File: src/srb_pkg.sv
// Shared constants and operation codes for the serial ring buffer core.
`default_nettype none
package srb_pkg;

   localparam int RX_DEPTH = 128;
   localparam int TX_DEPTH = 32;
   localparam int RX_AW    = $clog2(RX_DEPTH);
   localparam int TX_AW    = $clog2(TX_DEPTH);

   localparam int DATA_W     = 8;
   localparam int LEVEL_W    = 7;
   localparam int RX_FILL_W  = 7;
   localparam int TX_FILL_W  = 5;
   localparam int COUNT_W    = 8;
   localparam int OP_W       = 3;
   localparam int FLOW_W     = 2;
   localparam int CSR_IDX_W  = 2;
   localparam int CSR_DATA_W = 7;
   localparam int CMP_W      = (RX_AW > LEVEL_W) ? RX_AW : LEVEL_W;

   localparam logic [OP_W-1:0] OP_RX_BYTE = 3'd0;
   localparam logic [OP_W-1:0] OP_READ    = 3'd1;
   localparam logic [OP_W-1:0] OP_PEEK    = 3'd2;
   localparam logic [OP_W-1:0] OP_WRITE   = 3'd3;
   localparam logic [OP_W-1:0] OP_TX_SLOT = 3'd4;
   localparam logic [OP_W-1:0] OP_FLUSH   = 3'd5;
   localparam logic [OP_W-1:0] OP_ERROR   = 3'd6;

   localparam logic [FLOW_W-1:0] FS_XON_SENT  = 2'd0;
   localparam logic [FLOW_W-1:0] FS_XON_OWED  = 2'd1;
   localparam logic [FLOW_W-1:0] FS_XOFF_OWED = 2'd2;
   localparam logic [FLOW_W-1:0] FS_XOFF_SENT = 2'd3;

   localparam logic [CSR_IDX_W-1:0] CSR_FLOW_ENABLE = 2'd0;
   localparam logic [CSR_IDX_W-1:0] CSR_XOFF_LEVEL  = 2'd1;
   localparam logic [CSR_IDX_W-1:0] CSR_XON_LEVEL   = 2'd2;

   localparam logic [DATA_W-1:0] FLOW_RESUME_BYTE = 8'h11;
   localparam logic [DATA_W-1:0] FLOW_PAUSE_BYTE  = 8'h13;

   localparam logic [1:0] TXS_NONE = 2'd0;
   localparam logic [1:0] TXS_XON  = 2'd1;
   localparam logic [1:0] TXS_XOFF = 2'd2;
   localparam logic [1:0] TXS_RING = 2'd3;

endpackage
`default_nettype wire

File: src/srb_ram.sv
// Single-port-write, single-port-read synchronous RAM with registered read data.
`default_nettype none
module srb_ram #(
   parameter int DEPTH = 32,
   parameter int WIDTH = 8
) (
   input  wire logic                     clock,
   input  wire logic                     wr_en,
   input  wire logic [$clog2(DEPTH)-1:0] wr_addr,
   input  wire logic [WIDTH-1:0]         wr_data,
   input  wire logic                     rd_en,
   input  wire logic [$clog2(DEPTH)-1:0] rd_addr,
   output logic      [WIDTH-1:0]         rd_data
);

   logic [WIDTH-1:0] mem [DEPTH];
   logic [WIDTH-1:0] rd_data_ff;

   always_ff @(posedge clock) begin
      if (wr_en) begin
         mem[wr_addr] <= wr_data;
      end
   end

   always_ff @(posedge clock) begin
      if (rd_en) begin
         rd_data_ff <= mem[rd_addr];
      end
   end

   assign rd_data = rd_data_ff;

endmodule
`default_nettype wire

File: src/serial_ring_buffers_xon_xoff_core.sv
// Top level of the serial ring buffer core with XON/XOFF flow control.
//
// Each transaction on the request channel is one event (received byte, read, peek, write,
// transmitter slot, receive flush or error report) and produces exactly one registered
// response transaction. Ring pointers, counters and the flow state are updated at
// the accepting edge, while a read or peek reads the receive RAM and a transmitter slot
// reads the transmit RAM at that same edge; the RAM's registered read data forms the
// response. The response register is freed by the same edge that takes its contents, so
// the core sustains one event per cycle when the response side is always ready.
`default_nettype none
module serial_ring_buffers_xon_xoff_core (
   input  wire logic                           clock,
   input  wire logic                           reset,
   input  wire logic                           req_valid,
   output logic                                req_ready,
   input  wire logic [srb_pkg::OP_W-1:0]       req_op,
   input  wire logic [srb_pkg::DATA_W-1:0]     req_data,
   input  wire logic                           req_overrun,
   output logic                                rsp_valid,
   input  wire logic                           rsp_ready,
   output logic      [srb_pkg::DATA_W-1:0]     rsp_read_data,
   output logic                                rsp_read_valid,
   output logic      [srb_pkg::DATA_W-1:0]     rsp_tx_byte,
   output logic                                rsp_tx_valid,
   output logic                                rsp_write_accepted,
   output logic      [srb_pkg::RX_FILL_W-1:0]  rsp_rx_fill,
   output logic      [srb_pkg::TX_FILL_W-1:0]  rsp_tx_fill,
   output logic      [srb_pkg::COUNT_W-1:0]    rsp_dropped_total,
   output logic      [srb_pkg::COUNT_W-1:0]    rsp_overrun_total,
   output logic      [srb_pkg::RX_FILL_W-1:0]  rsp_peak_fill,
   output logic      [srb_pkg::FLOW_W-1:0]     rsp_flow_status,
   input  wire logic                           csr_valid,
   output logic                                csr_ready,
   input  wire logic [srb_pkg::CSR_IDX_W-1:0]  csr_index,
   input  wire logic [srb_pkg::CSR_DATA_W-1:0] csr_wdata
);

   import srb_pkg::*;

   logic                 flow_enable_ff;
   logic [LEVEL_W-1:0]   xoff_level_ff;
   logic [LEVEL_W-1:0]   xon_level_ff;

   logic [RX_AW-1:0]     rx_head_ff, rx_head_in;
   logic [RX_AW-1:0]     rx_tail_ff, rx_tail_in;
   logic [TX_AW-1:0]     tx_head_ff, tx_head_in;
   logic [TX_AW-1:0]     tx_tail_ff, tx_tail_in;
   logic [FLOW_W-1:0]    flow_ff, flow_in;
   logic [COUNT_W-1:0]   dropped_ff, dropped_in;
   logic [COUNT_W-1:0]   overrun_ff, overrun_in;
   logic [RX_AW-1:0]     peak_ff, peak_in;

   logic                 rsp_valid_ff, rsp_valid_in;
   logic                 rd_valid_ff, rd_valid_in;
   logic [1:0]           tx_src_ff, tx_src_in;
   logic                 wacc_ff, wacc_in;

   logic                 accept;
   logic [RX_AW-1:0]     rx_fill;
   logic [RX_AW-1:0]     rx_fill_after;
   logic                 rx_full;
   logic                 rx_empty;
   logic                 tx_full;
   logic                 tx_empty;
   logic                 xoff_side;
   logic                 xon_side;

   logic                 rx_wr_en;
   logic                 rx_rd_en;
   logic                 tx_wr_en;
   logic                 tx_rd_en;
   logic [DATA_W-1:0]    rx_rd_data;
   logic [DATA_W-1:0]    tx_rd_data;

   assign accept    = req_valid && req_ready;
   assign req_ready = !rsp_valid_ff || rsp_ready;
   assign csr_ready = 1'b1;

   assign rx_fill   = rx_head_ff - rx_tail_ff;
   assign rx_full   = (rx_head_ff + RX_AW'(1)) == rx_tail_ff;
   assign rx_empty  = rx_head_ff == rx_tail_ff;
   assign tx_full   = (tx_head_ff + TX_AW'(1)) == tx_tail_ff;
   assign tx_empty  = tx_head_ff == tx_tail_ff;
   assign xon_side  = (flow_ff == FS_XON_SENT) || (flow_ff == FS_XON_OWED);
   assign xoff_side = (flow_ff == FS_XOFF_OWED) || (flow_ff == FS_XOFF_SENT);

   always_comb begin
      rx_head_in    = rx_head_ff;
      rx_tail_in    = rx_tail_ff;
      tx_head_in    = tx_head_ff;
      tx_tail_in    = tx_tail_ff;
      flow_in       = flow_ff;
      dropped_in    = dropped_ff;
      overrun_in    = overrun_ff;
      peak_in       = peak_ff;
      rsp_valid_in  = rsp_valid_ff && !rsp_ready;
      rd_valid_in   = rd_valid_ff;
      tx_src_in     = tx_src_ff;
      wacc_in       = wacc_ff;
      rx_wr_en      = 1'b0;
      rx_rd_en      = 1'b0;
      tx_wr_en      = 1'b0;
      tx_rd_en      = 1'b0;
      rx_fill_after = rx_fill;
      if (accept) begin
         rsp_valid_in = 1'b1;
         rd_valid_in  = 1'b0;
         tx_src_in    = TXS_NONE;
         wacc_in      = 1'b0;
         case (req_op)
            OP_RX_BYTE: begin
               if (!rx_full) begin
                  rx_wr_en      = 1'b1;
                  rx_head_in    = rx_head_ff + RX_AW'(1);
                  rx_fill_after = rx_fill + RX_AW'(1);
               end else if (dropped_ff != '1) begin
                  dropped_in = dropped_ff + COUNT_W'(1);
               end
               if (rx_fill_after > peak_ff) begin
                  peak_in = rx_fill_after;
               end
               if (flow_enable_ff && xon_side &&
                   (CMP_W'(rx_fill_after) >= CMP_W'(xoff_level_ff))) begin
                  flow_in = FS_XOFF_OWED;
               end
            end
            OP_READ: begin
               if (!rx_empty) begin
                  rx_rd_en      = 1'b1;
                  rd_valid_in   = 1'b1;
                  rx_tail_in    = rx_tail_ff + RX_AW'(1);
                  rx_fill_after = rx_fill - RX_AW'(1);
                  if (flow_enable_ff && xoff_side &&
                      (CMP_W'(rx_fill_after) < CMP_W'(xon_level_ff))) begin
                     flow_in = FS_XON_OWED;
                  end
               end
            end
            OP_PEEK: begin
               if (!rx_empty) begin
                  rx_rd_en    = 1'b1;
                  rd_valid_in = 1'b1;
               end
            end
            OP_WRITE: begin
               if (!tx_full) begin
                  tx_wr_en   = 1'b1;
                  tx_head_in = tx_head_ff + TX_AW'(1);
                  wacc_in    = 1'b1;
               end
            end
            OP_TX_SLOT: begin
               if (flow_ff == FS_XON_OWED) begin
                  tx_src_in = TXS_XON;
                  flow_in   = FS_XON_SENT;
               end else if (flow_ff == FS_XOFF_OWED) begin
                  tx_src_in = TXS_XOFF;
                  flow_in   = FS_XOFF_SENT;
               end else if (!tx_empty) begin
                  tx_src_in  = TXS_RING;
                  tx_rd_en   = 1'b1;
                  tx_tail_in = tx_tail_ff + TX_AW'(1);
               end
            end
            OP_FLUSH: begin
               rx_tail_in = rx_head_ff;
               if (flow_enable_ff && xoff_side) begin
                  flow_in = FS_XON_OWED;
               end
            end
            OP_ERROR: begin
               if (req_overrun) begin
                  if (dropped_ff != '1) begin
                     dropped_in = dropped_ff + COUNT_W'(1);
                  end
                  if (overrun_ff != '1) begin
                     overrun_in = overrun_ff + COUNT_W'(1);
                  end
               end
            end
            default: begin
            end
         endcase
      end
   end

   always_ff @(posedge clock) begin
      if (reset) begin
         rx_head_ff   <= '0;
         rx_tail_ff   <= '0;
         tx_head_ff   <= '0;
         tx_tail_ff   <= '0;
         flow_ff      <= FS_XON_SENT;
         dropped_ff   <= '0;
         overrun_ff   <= '0;
         peak_ff      <= '0;
         rsp_valid_ff <= 1'b0;
         rd_valid_ff  <= 1'b0;
         tx_src_ff    <= TXS_NONE;
         wacc_ff      <= 1'b0;
      end else begin
         rx_head_ff   <= rx_head_in;
         rx_tail_ff   <= rx_tail_in;
         tx_head_ff   <= tx_head_in;
         tx_tail_ff   <= tx_tail_in;
         flow_ff      <= flow_in;
         dropped_ff   <= dropped_in;
         overrun_ff   <= overrun_in;
         peak_ff      <= peak_in;
         rsp_valid_ff <= rsp_valid_in;
         rd_valid_ff  <= rd_valid_in;
         tx_src_ff    <= tx_src_in;
         wacc_ff      <= wacc_in;
      end
   end

   always_ff @(posedge clock) begin
      if (reset) begin
         flow_enable_ff <= 1'b1;
         xoff_level_ff  <= LEVEL_W'(16);
         xon_level_ff   <= LEVEL_W'(12);
      end else if (csr_valid && csr_ready) begin
         unique case (csr_index)
            CSR_FLOW_ENABLE: flow_enable_ff <= csr_wdata[0];
            CSR_XOFF_LEVEL:  xoff_level_ff  <= LEVEL_W'(csr_wdata);
            CSR_XON_LEVEL:   xon_level_ff   <= LEVEL_W'(csr_wdata);
            default: begin
            end
         endcase
      end
   end

   srb_ram #(
      .DEPTH (RX_DEPTH),
      .WIDTH (DATA_W)
   ) u_rx_ram (
      .clock   (clock),
      .wr_en   (rx_wr_en),
      .wr_addr (rx_head_ff),
      .wr_data (req_data),
      .rd_en   (rx_rd_en),
      .rd_addr (rx_tail_ff),
      .rd_data (rx_rd_data)
   );

   srb_ram #(
      .DEPTH (TX_DEPTH),
      .WIDTH (DATA_W)
   ) u_tx_ram (
      .clock   (clock),
      .wr_en   (tx_wr_en),
      .wr_addr (tx_head_ff),
      .wr_data (req_data),
      .rd_en   (tx_rd_en),
      .rd_addr (tx_tail_ff),
      .rd_data (tx_rd_data)
   );

   always_comb begin
      case (tx_src_ff)
         TXS_XON:  rsp_tx_byte = FLOW_RESUME_BYTE;
         TXS_XOFF: rsp_tx_byte = FLOW_PAUSE_BYTE;
         TXS_RING: rsp_tx_byte = tx_rd_data;
         default:  rsp_tx_byte = '0;
      endcase
   end

   assign rsp_valid          = rsp_valid_ff;
   assign rsp_read_valid     = rd_valid_ff;
   assign rsp_read_data      = rd_valid_ff ? rx_rd_data : '0;
   assign rsp_tx_valid       = tx_src_ff != TXS_NONE;
   assign rsp_write_accepted = wacc_ff;
   assign rsp_rx_fill        = RX_FILL_W'(rx_fill);
   assign rsp_tx_fill        = TX_FILL_W'(tx_head_ff - tx_tail_ff);
   assign rsp_dropped_total  = dropped_ff;
   assign rsp_overrun_total  = overrun_ff;
   assign rsp_peak_fill      = RX_FILL_W'(peak_ff);
   assign rsp_flow_status    = flow_ff;

   a_flush_empties: assert property (@(posedge clock) disable iff (reset)
      (accept && req_op == OP_FLUSH) |=> (rsp_rx_fill == '0))
      else $error("receive ring not empty after flush");

   a_xon_first: assert property (@(posedge clock) disable iff (reset)
      (accept && req_op == OP_TX_SLOT && flow_ff == FS_XON_OWED)
      |=> (rsp_tx_valid && rsp_tx_byte == FLOW_RESUME_BYTE &&
           rsp_flow_status == FS_XON_SENT))
      else $error("owed XON not sent first");

   a_one_kind: assert property (@(posedge clock) disable iff (reset)
      rsp_valid |-> !(rsp_tx_valid && rsp_read_valid))
      else $error("response carries both read and transmit data");

   a_write_fill: assert property (@(posedge clock) disable iff (reset)
      (accept && req_op == OP_WRITE && !tx_full)
      |=> (rsp_write_accepted && rsp_tx_fill == TX_FILL_W'($past(rsp_tx_fill) + 1'b1)))
      else $error("accepted write did not grow transmit fill");

endmodule
`default_nettype wire
File: config.mk
export PLATFORM = sky130hd
export DESIGN_NAME = serial_ring_buffers_xon_xoff_core
export DESIGN_NICKNAME = d
export VERILOG_FILES = /design/src/srb_pkg.sv /design/src/srb_ram.sv /design/src/serial_ring_buffers_xon_xoff_core.sv
export SDC_FILE = /design/constraint.sdc
export NUM_CORES = 2
export LEC_CHECK = 0
export ABC_AREA = 1
export BUFFER_PORTS_ARGS = -buffer_cell sky130_fd_sc_hd__buf_2
export CAP_MARGIN = 20
export CORE_MARGIN = 2
export CORE_UTILIZATION = 55
export DETAILED_ROUTE_END_ITERATION = 10
export PLACE_DENSITY = 0.74
export SLEW_MARGIN = 20
export SYNTH_ARGS = -nofsm -noshare
export SYNTH_HDL_FRONTEND = slang
export SYNTH_SLANG_ARGS = --single-unit
File: constraint.sdc
create_clock -name clock -period 3.4 [get_ports clock]
set_input_delay 0.17 -clock clock [delete_from_list [all_inputs] [get_ports clock]]
set_output_delay 0.17 -clock clock [all_outputs]
set_load 0.02 [all_outputs]
# After elaboration in Yosys (flattened, before gate mapping)
# Memory sizes are Yosys's and may differ from the RTL's. A register that Yosys moved wholly into a read port is not among the register bits.
# Index checks and enable logic that the tools add are counted.
# W data, S select, Z words.
[op_classes] bitwise_logic=5 n_reduce_logical=30 n_eq_ne=27 magnitude_cmp=3 add_sub_neg=10 muxes=41
[ops] operator="$mux W8" count=4
[ops] operator="$mux W7" count=4
[ops] operator="$pmux W8 S3" count=1
[ops] operator="$add A7 B1 Y7 const B" count=3
[ops] operator="$mux W2" count=10
[ops] operator="$mux W1" count=19
[ops] operator="$add A8 B1 Y8 const B" count=2
[ops] operator="$ne A8 B8 Y1 const B" count=2
[ops] operator="$pmux W8 S2" count=1
[ops] operator="$eq A7 B7 Y1" count=2
[ops] operator="$pmux W7 S2" count=1
[ops] operator="$ne A2 B2 Y1 const B" count=6
[ops] operator="$reduce_and A3 Y1" count=4
[ops] operator="$add A5 B1 Y5 const B" count=2
[ops] operator="$eq A2 B2 Y1 const B" count=5
[ops] operator="$eq A5 B5 Y1" count=2
[ops] operator="$eq A3 B3 Y1 const B" count=3
[ops] operator="$pmux W2 S4" count=1
[ops] operator="$reduce_and A4 Y1" count=2
[ops] operator="$ge A7 B7 Y1" count=1
[ops] operator="$gt A7 B7 Y1" count=1
[ops] operator="$lt A7 B7 Y1" count=1
[ops] operator="$reduce_and A7 Y1" count=1
[ops] operator="$sub A7 B1 Y7 const B" count=1
[ops] operator="other kinds (17)" count=37
[word_totals] input_bits=26 wordCells=133 memories=2 ff_bits=69 out_inout_bits=59 ramBits=1280
[mem_list] name="u_rx_ram.mem" words=128 width=8 read_ports=1 rd_clocked_by_memory_dff=1 wr=1 line_no="srb_ram.sv:16" rtl="logic [WIDTH-1:0] mem [DEPTH];"
[mem_list] name="u_tx_ram.mem" words=32 width=8 read_ports=1 rd_clocked_by_memory_dff=1 wr=1 line_no="srb_ram.sv:16"

# Longest topological paths before layout
[depth] depth_word=9 depth_mapped=28 ltp_nobuf=26

# Modules after synthesis
# Synthesis repeated with hierarchy kept, for this count alone.
[hier_totals] hier_cells=5220 area_unflattened_um2=57875.5
[by_module_without_submodules] mod="srb_ram (u_rx_ram)" area_each_um2=42184.2 cells_each=3575 instances=1 seq_area_each_um2=30989.7
[by_module_without_submodules] mod="srb_ram (u_tx_ram)" area_each_um2=10866.7 cells_each=922 instances=1 seq_area_each_um2=7927.6
[by_module_without_submodules] mod="serial_ring_buffers_xon_xoff_core" area_each_um2=4824.6 cells_each=723 instances=1 seq_area_each_um2=1381.3

# Worst setup path after synthesis
# No wires, ideal clock.
[synth_path] path_kind="reg2reg" from="register rx_tail_ff[1]" to="register peak_ff[0], in the netlist rsp_peak_fill[0]" path_slack_ns=-0.301 path_stages_with_launch=24 period_less_slack_ns=3.701 arrival_time_ns=3.585 required_time_ns=3.284 path_cell_list="dfxtp_1 inv_1 clkbuf_1 clkbuf_1 fa_1 nand2_1 inv_1 or2_2 clkbuf_1 nor2_1 nand2_1 xor2_1 nand2_1 o21ai_0 inv_1 ha_1 a21oi_1 o211ai_1 nand2_1 inv_1 clkbuf_1 nand2_1 o211ai_1 inv_1"
[synth_via] elab_chain_cells=7 word_cells_on_any_way=8
[synth_lines] element="start: declaration" line_no="serial_ring_buffers_xon_xoff_core.sv:45" rtl="logic [RX_AW-1:0] rx_tail_ff, rx_tail_in;"
[synth_lines] element="start signal: assignment" line_no="serial_ring_buffers_xon_xoff_core.sv:203" rtl="rx_tail_ff <= rx_tail_in;"
[synth_lines] element="$sub A7 B7 Y7" line_no="serial_ring_buffers_xon_xoff_core.sv:79" rtl="assign rx_fill = rx_head_ff - rx_tail_ff;"
[synth_lines] element="$add A7 B1 Y7" line_no="serial_ring_buffers_xon_xoff_core.sv:115" rtl="rx_fill_after = rx_fill + RX_AW'(1);"
[synth_lines] element="$mux W7 *" line_no="serial_ring_buffers_xon_xoff_core.sv:112" rtl="if (!rx_full) begin"
[synth_lines] element="$mux W7 *" line_no="serial_ring_buffers_xon_xoff_core.sv:110" rtl="case (req_op)"
[synth_lines] element="$mux W7 *" line_no="serial_ring_buffers_xon_xoff_core.sv:105" rtl="if (accept) begin"
[synth_lines] element="$gt A7 B7 Y1" line_no="serial_ring_buffers_xon_xoff_core.sv:119" rtl="if (rx_fill_after > peak_ff) begin"
[synth_lines] element="$reduce_and A3 Y1 (no line)"
[synth_lines] element="end signal: assignment" line_no="serial_ring_buffers_xon_xoff_core.sv:209" rtl="peak_ff <= peak_in;"
[synth_lines] element="end: declaration" line_no="serial_ring_buffers_xon_xoff_core.sv:51" rtl="logic [RX_AW-1:0] peak_ff, peak_in;"
# Mark *: on every way between the ends. The rest lies on a longest branch, timed or not. The select of a mux whose other input is x is not followed.
# A chain may end at the register's enable or synchronous reset.

# Worst setup path after layout
[layout_path] from="register rx_head_ff[0]" to="register peak_ff[0], in the netlist rsp_peak_fill[0]"
[layout_via] elab_chain_cells=7 word_cells_on_any_way=9
[layout_lines] element="start: declaration" line_no="serial_ring_buffers_xon_xoff_core.sv:44" rtl="logic [RX_AW-1:0] rx_head_ff, rx_head_in;"
[layout_lines] element="start signal: assignment" line_no="serial_ring_buffers_xon_xoff_core.sv:202" rtl="rx_head_ff <= rx_head_in;"
[layout_lines] element="$sub A7 B7 Y7 or $add A7 B1 Y7 (tied branches)" line_no="serial_ring_buffers_xon_xoff_core.sv:79, serial_ring_buffers_xon_xoff_core.sv:80"
[layout_lines] element="$add A7 B1 Y7 or $eq A7 B7 Y1 (tied branches)" line_no="serial_ring_buffers_xon_xoff_core.sv:115, serial_ring_buffers_xon_xoff_core.sv:80"
[layout_lines] element="$mux W7 *" line_no="serial_ring_buffers_xon_xoff_core.sv:112"
[layout_lines] element="$mux W7 *" line_no="serial_ring_buffers_xon_xoff_core.sv:110"
[layout_lines] element="$mux W7 *" line_no="serial_ring_buffers_xon_xoff_core.sv:105"
[layout_lines] element="$gt A7 B7 Y1" line_no="serial_ring_buffers_xon_xoff_core.sv:119"
[layout_lines] element="$reduce_and A3 Y1 (no line)"
# Marked as above.

==> flow_metrics.env <==
export IMPL_outcome="finished, final reports clean"
export IMPL_antenna_found_initial=0
export IMPL_internal_power_mw=27.7
export IMPL_synth_seq_area_share_pct=71.9
export IMPL_grt_pass1_vias=37300
export IMPL_syn_cell_area_um2=56000
export IMPL_cts_tree="built"
export IMPL_fin_crit_sh_pct=93.5
export IMPL_relSlewSlack_pct=29.5
export IMPL_fin_crit_ps=3180
export IMPL_numCtsBuffers=139
export IMPL_r2r_setup_slack_ps=220
export IMPL_yosysMostFrequentCell="edfxtp_1"
export IMPL_crit_buf_inv=8
export IMPL_power_density_nw_per_um2=556
export IMPL_drv_cap=0
export IMPL_r2r_end="rsp_peak_fill[0]"
export IMPL_critPathKind="flop to flop"
export IMPL_grt_max_degree=176
export IMPL_synth_top_area_share_pct=69.4
export IMPL_grt_pass1_wl_um=220000
export IMPL_synth_seq_cells=1365
export IMPL_final_antenna_net_count=0
export IMPL_leakagePower_nw=22.4
export IMPL_crit_family="simple AND/OR/NAND/NOR gates"
export IMPL_synth_xor_area_share_pct=0.391
export IMPL_place_congestion=0.912
export IMPL_ctsHtreeMaxLevel=4
export IMPL_pwr_share_comb_pct=7.0
export IMPL_r2r_start="rx_head_ff[0]"
export IMPL_cts_sinks=1365
export IMPL_clkTransAtPathRegs_ps=60
export IMPL_p_sw_share_pct=22.9
export IMPL_p_sw_mw=8.21
export IMPL_finalPower_mw=35.9
export IMPL_cp_cell_sequence="inv_1 > ha_1 > inv_2 > fa_2 > nand2_1 > inv_1 > or2_4 > nor2_4 > buf_4 > nand4_1 > nand2_1 > nand2_1 > nand2_1 > nand2_1 > inv_2 > ha_1 > nand2_1 > inv_1 > nand4_1 > o211ai_1 > nand2_4 > clkinv_4 > o211ai_1 > inv_1"
export IMPL_drc=0
export IMPL_critical_path_slowest_cell="fa_2"
export IMPL_syn_mean_instance_area_um2=11.9
export IMPL_yosysTopAreaCell="edfxtp_1"
export IMPL_synth_adder_area_share_pct=1.08
export IMPL_start_util_pct=55.2
export IMPL_chipHeight_um=323
export IMPL_clock_latency_ps=760
export IMPL_vias=38900
export IMPL_synth_ff_type="edfxtp_1"
export IMPL_finalSetupViolations=0
export IMPL_slowest_delay_ps=380
export IMPL_synth_compound_area_share_pct=11.5
export IMPL_drive_gt1_share_pct=12.5
export IMPL_muxShareOfSynthArea_pct=0.0179
export IMPL_syn_inst=4721
export IMPL_synth_edf_count=1296
export IMPL_drt_pass1_iterations=8
export IMPL_cts_buffer_depth=3
export IMPL_numPortBuffers=83
export IMPL_cts_setup_buffers=0
export IMPL_hp_start="req_data[2]"
export IMPL_p_clk_share_pct=41.6
export IMPL_yosysUniqueCellTypes=42
export IMPL_grt_usage_pct=27.9
export IMPL_cp_common_cell="nand2_1"
export IMPL_dpl_worst_slack_ps=-57.5
export IMPL_areaGrowthSynthToFinish_pct=15.1
export IMPL_min_path_cells=1
export IMPL_grt_ovfl_total=0
export IMPL_yosys_warnings=0
export IMPL_die_width_um=323
export IMPL_endpoint_kind="flop"
export IMPL_clock_fmax_mhz=315
export IMPL_hpwlAfterDp_um=83600
export IMPL_required_ps=4050
export IMPL_routedWlPerCell_um=22.6
export IMPL_clockRootBuffer="clkbuf_16"
export IMPL_finalHoldViolCount=0
export IMPL_die_area_um2=104000
export IMPL_synth_async_sr_flop_share_pct=0
export IMPL_synth_top_family_by_area="simple AND/OR/NAND/NOR gates"
export IMPL_rows=117
export IMPL_yosys_area_share_simple_pct=12.0
export IMPL_core_area_um2=101000
export IMPL_cp_arrival_ps=3820
export IMPL_vias_per_cell=6.02
export IMPL_reg2reg_depth=24
export IMPL_power_frac_seq_pct=51.4
export IMPL_io_pins=85
export IMPL_synthesis_nets=4794
export IMPL_whs_endpoint="u_rx_ram.mem[38][2]"
export IMPL_cp_start_kind="flop"
export IMPL_worst_ir_drop_vdd_mv=0.473
export IMPL_drt_total_wl_um=146000
export IMPL_worstHoldPathType="primary input to flop"
export IMPL_tightest_slew_ps=1050
export IMPL_ys_top_cells_by_count="edfxtp_1 (1296), nor2_1 (986), o21ai_0 (719)"
export IMPL_report_final_slew_viol_count=0
export IMPL_crit_fanout=6
export IMPL_setup_slack_ps=222
export IMPL_final_net_count=5053
export IMPL_drt_iter0_markers=5212
export IMPL_finalClockSkew_ps=32.8
export IMPL_synth_area_leaders="edfxtp_1 (69%), nor2_1 (6.6%), o21ai_0 (6.4%)"
-- cell families after synthesis --
logic type	after synthesis
AOI/OAI and AO/OA	1154
xor gates and xnor gates	25
adders and majority gates	47
buffers and inverters	455
DFF	1365
muxes	1
other	1
and+or+nand+nor	1673
-- layout make-up --
type | instances | area (µm²)
flip-flops and latches | 1365 | 40300
fillers | 7393 | 36900
multi-input cells | 2901 | 14100
clock buffers | 170 | 3640
repair buffers | 413 | 3290
well taps | 1368 | 1710
clock inverters | 83 | 813
inverters | 159 | 613
repair inverters | 1 | 5.00
diodes | 1 | 2.50
-- per-layer routing --
metal  part of all wire, %  track usage [%]
met5                     0                0
met4                   4.0             12.5
met3                   9.9             4.85
met2                    47             43.7
met1                    40             38.5
-- metrics by stage --
| stage | util (%) | setup TNS [ps] | std cells | hold WS (ps) | instance area (µm²) |
|---|---|---|---|---|---|
| floorplan | - | 0 | 4721 | 269 | 56100 |
| global placement | 58.8 | 0 | 6171 | 404 | 59600 |
| detailed placement | 58.8 | -280 | 6171 | 412 | 59600 |
| CTS | 63.5 | 0 | 6459 | 2.69 | 64400 |
| global route | 63.6 | -115 | 6460 | 54.5 | 64500 |
| finish | 63.6 | 0 | 6461 | 8.84 | 64500 |
-- flip-flops by register name, summed over array words and instances (netlist names), 5 cells and up --
register and flops:
rsp_peak_fill 7, tx_head_ff 5, rsp_dropped_total 8, xoff_level_ff 7
xon_level_ff 7, rx_head_ff 7, u_tx_ram.rd_data 8, tx_tail_ff 5
u_rx_ram.rd_data 8, u_rx_ram.mem 1024, u_tx_ram.mem 256, rsp_overrun_total 8
rx_tail_ff 7
-- power by group through the flow --
stage | sequential [mW] | combinational, mW | clock [mW]
floorplan | 18.8 | 1.31 | 0
global placement | 18.8 | 2.32 | 0
detailed placement | 18.8 | 2.37 | 0
CTS | 18.5 | 2.42 | 15.1
global route | 18.4 | 2.75 | 15.7
finish | 18.5 | 2.52 | 14.9
-- worst max-delay path by stage --
stage,start,end,slack [ps],depth (start not counted)
after global routing,rx_head_ff[0],rsp_peak_fill[0],-40,21
after CTS,rx_head_ff[0],rsp_flow_status[1],20,24
after global placement,rx_head_ff[0],rsp_peak_fill[0],60,22
after detailed placement,rx_head_ff[1],rsp_peak_fill[0],-60,21
final,rx_head_ff[0],rsp_peak_fill[0],220,24
after floorplan,rx_tail_ff[2],rsp_peak_fill[0],5,22
-- cells in the final DEF (no fill, tap or decap), types with 11 or more instances in the layout --
cell type      netlist  layout
edfxtp_1          1296    1296
nor2_1             986     980
o21ai_0            719     713
nand2_1            428     423
buf_4                1     274
nand3_1            192     191
o22ai_1            165     165
inv_1              152     145
clkbuf_16            0     141
o211ai_1           116     116
a21oi_1             97      95
buf_2               32      75
dfxtp_1             69      61
ha_1                45      42
clkinv_1             4      38
o221ai_1            37      37
dlygate4sd3_1        0      35
clkbuf_1           246      29
nand4_1             25      25
buf_12               0      21
xor2_1              19      19
clkinv_2             0      19
nand2_2              8      11
bufinv_16            0      11
-- worst reg2reg max path, stage by stage, from the launching register on --
cell	delay, ps
dfxtp_2	330
inv_1	90
ha_1	160
inv_2	50
fa_2	380
nand2_1	70
inv_1	40
or2_4	250
nor2_4	90
buf_4	110
nand4_1	100
nand2_1	80
nand2_1	60
nand2_1	50
nand2_1	70
inv_2	90
ha_1	250
nand2_1	100
inv_1	40
nand4_1	80
o211ai_1	130
nand2_4	140
clkinv_4	70
o211ai_1	180
inv_1	50
-- repair_timing --
action,CTS,global route
resized for setup,4,36
hold buffers,35,0
hold endpoints to repair,286,0
pin swaps,0,5
gates cloned,0,1
setup endpoints to repair,12,980
No activity file was read; power rests on OpenSTA's default activity.
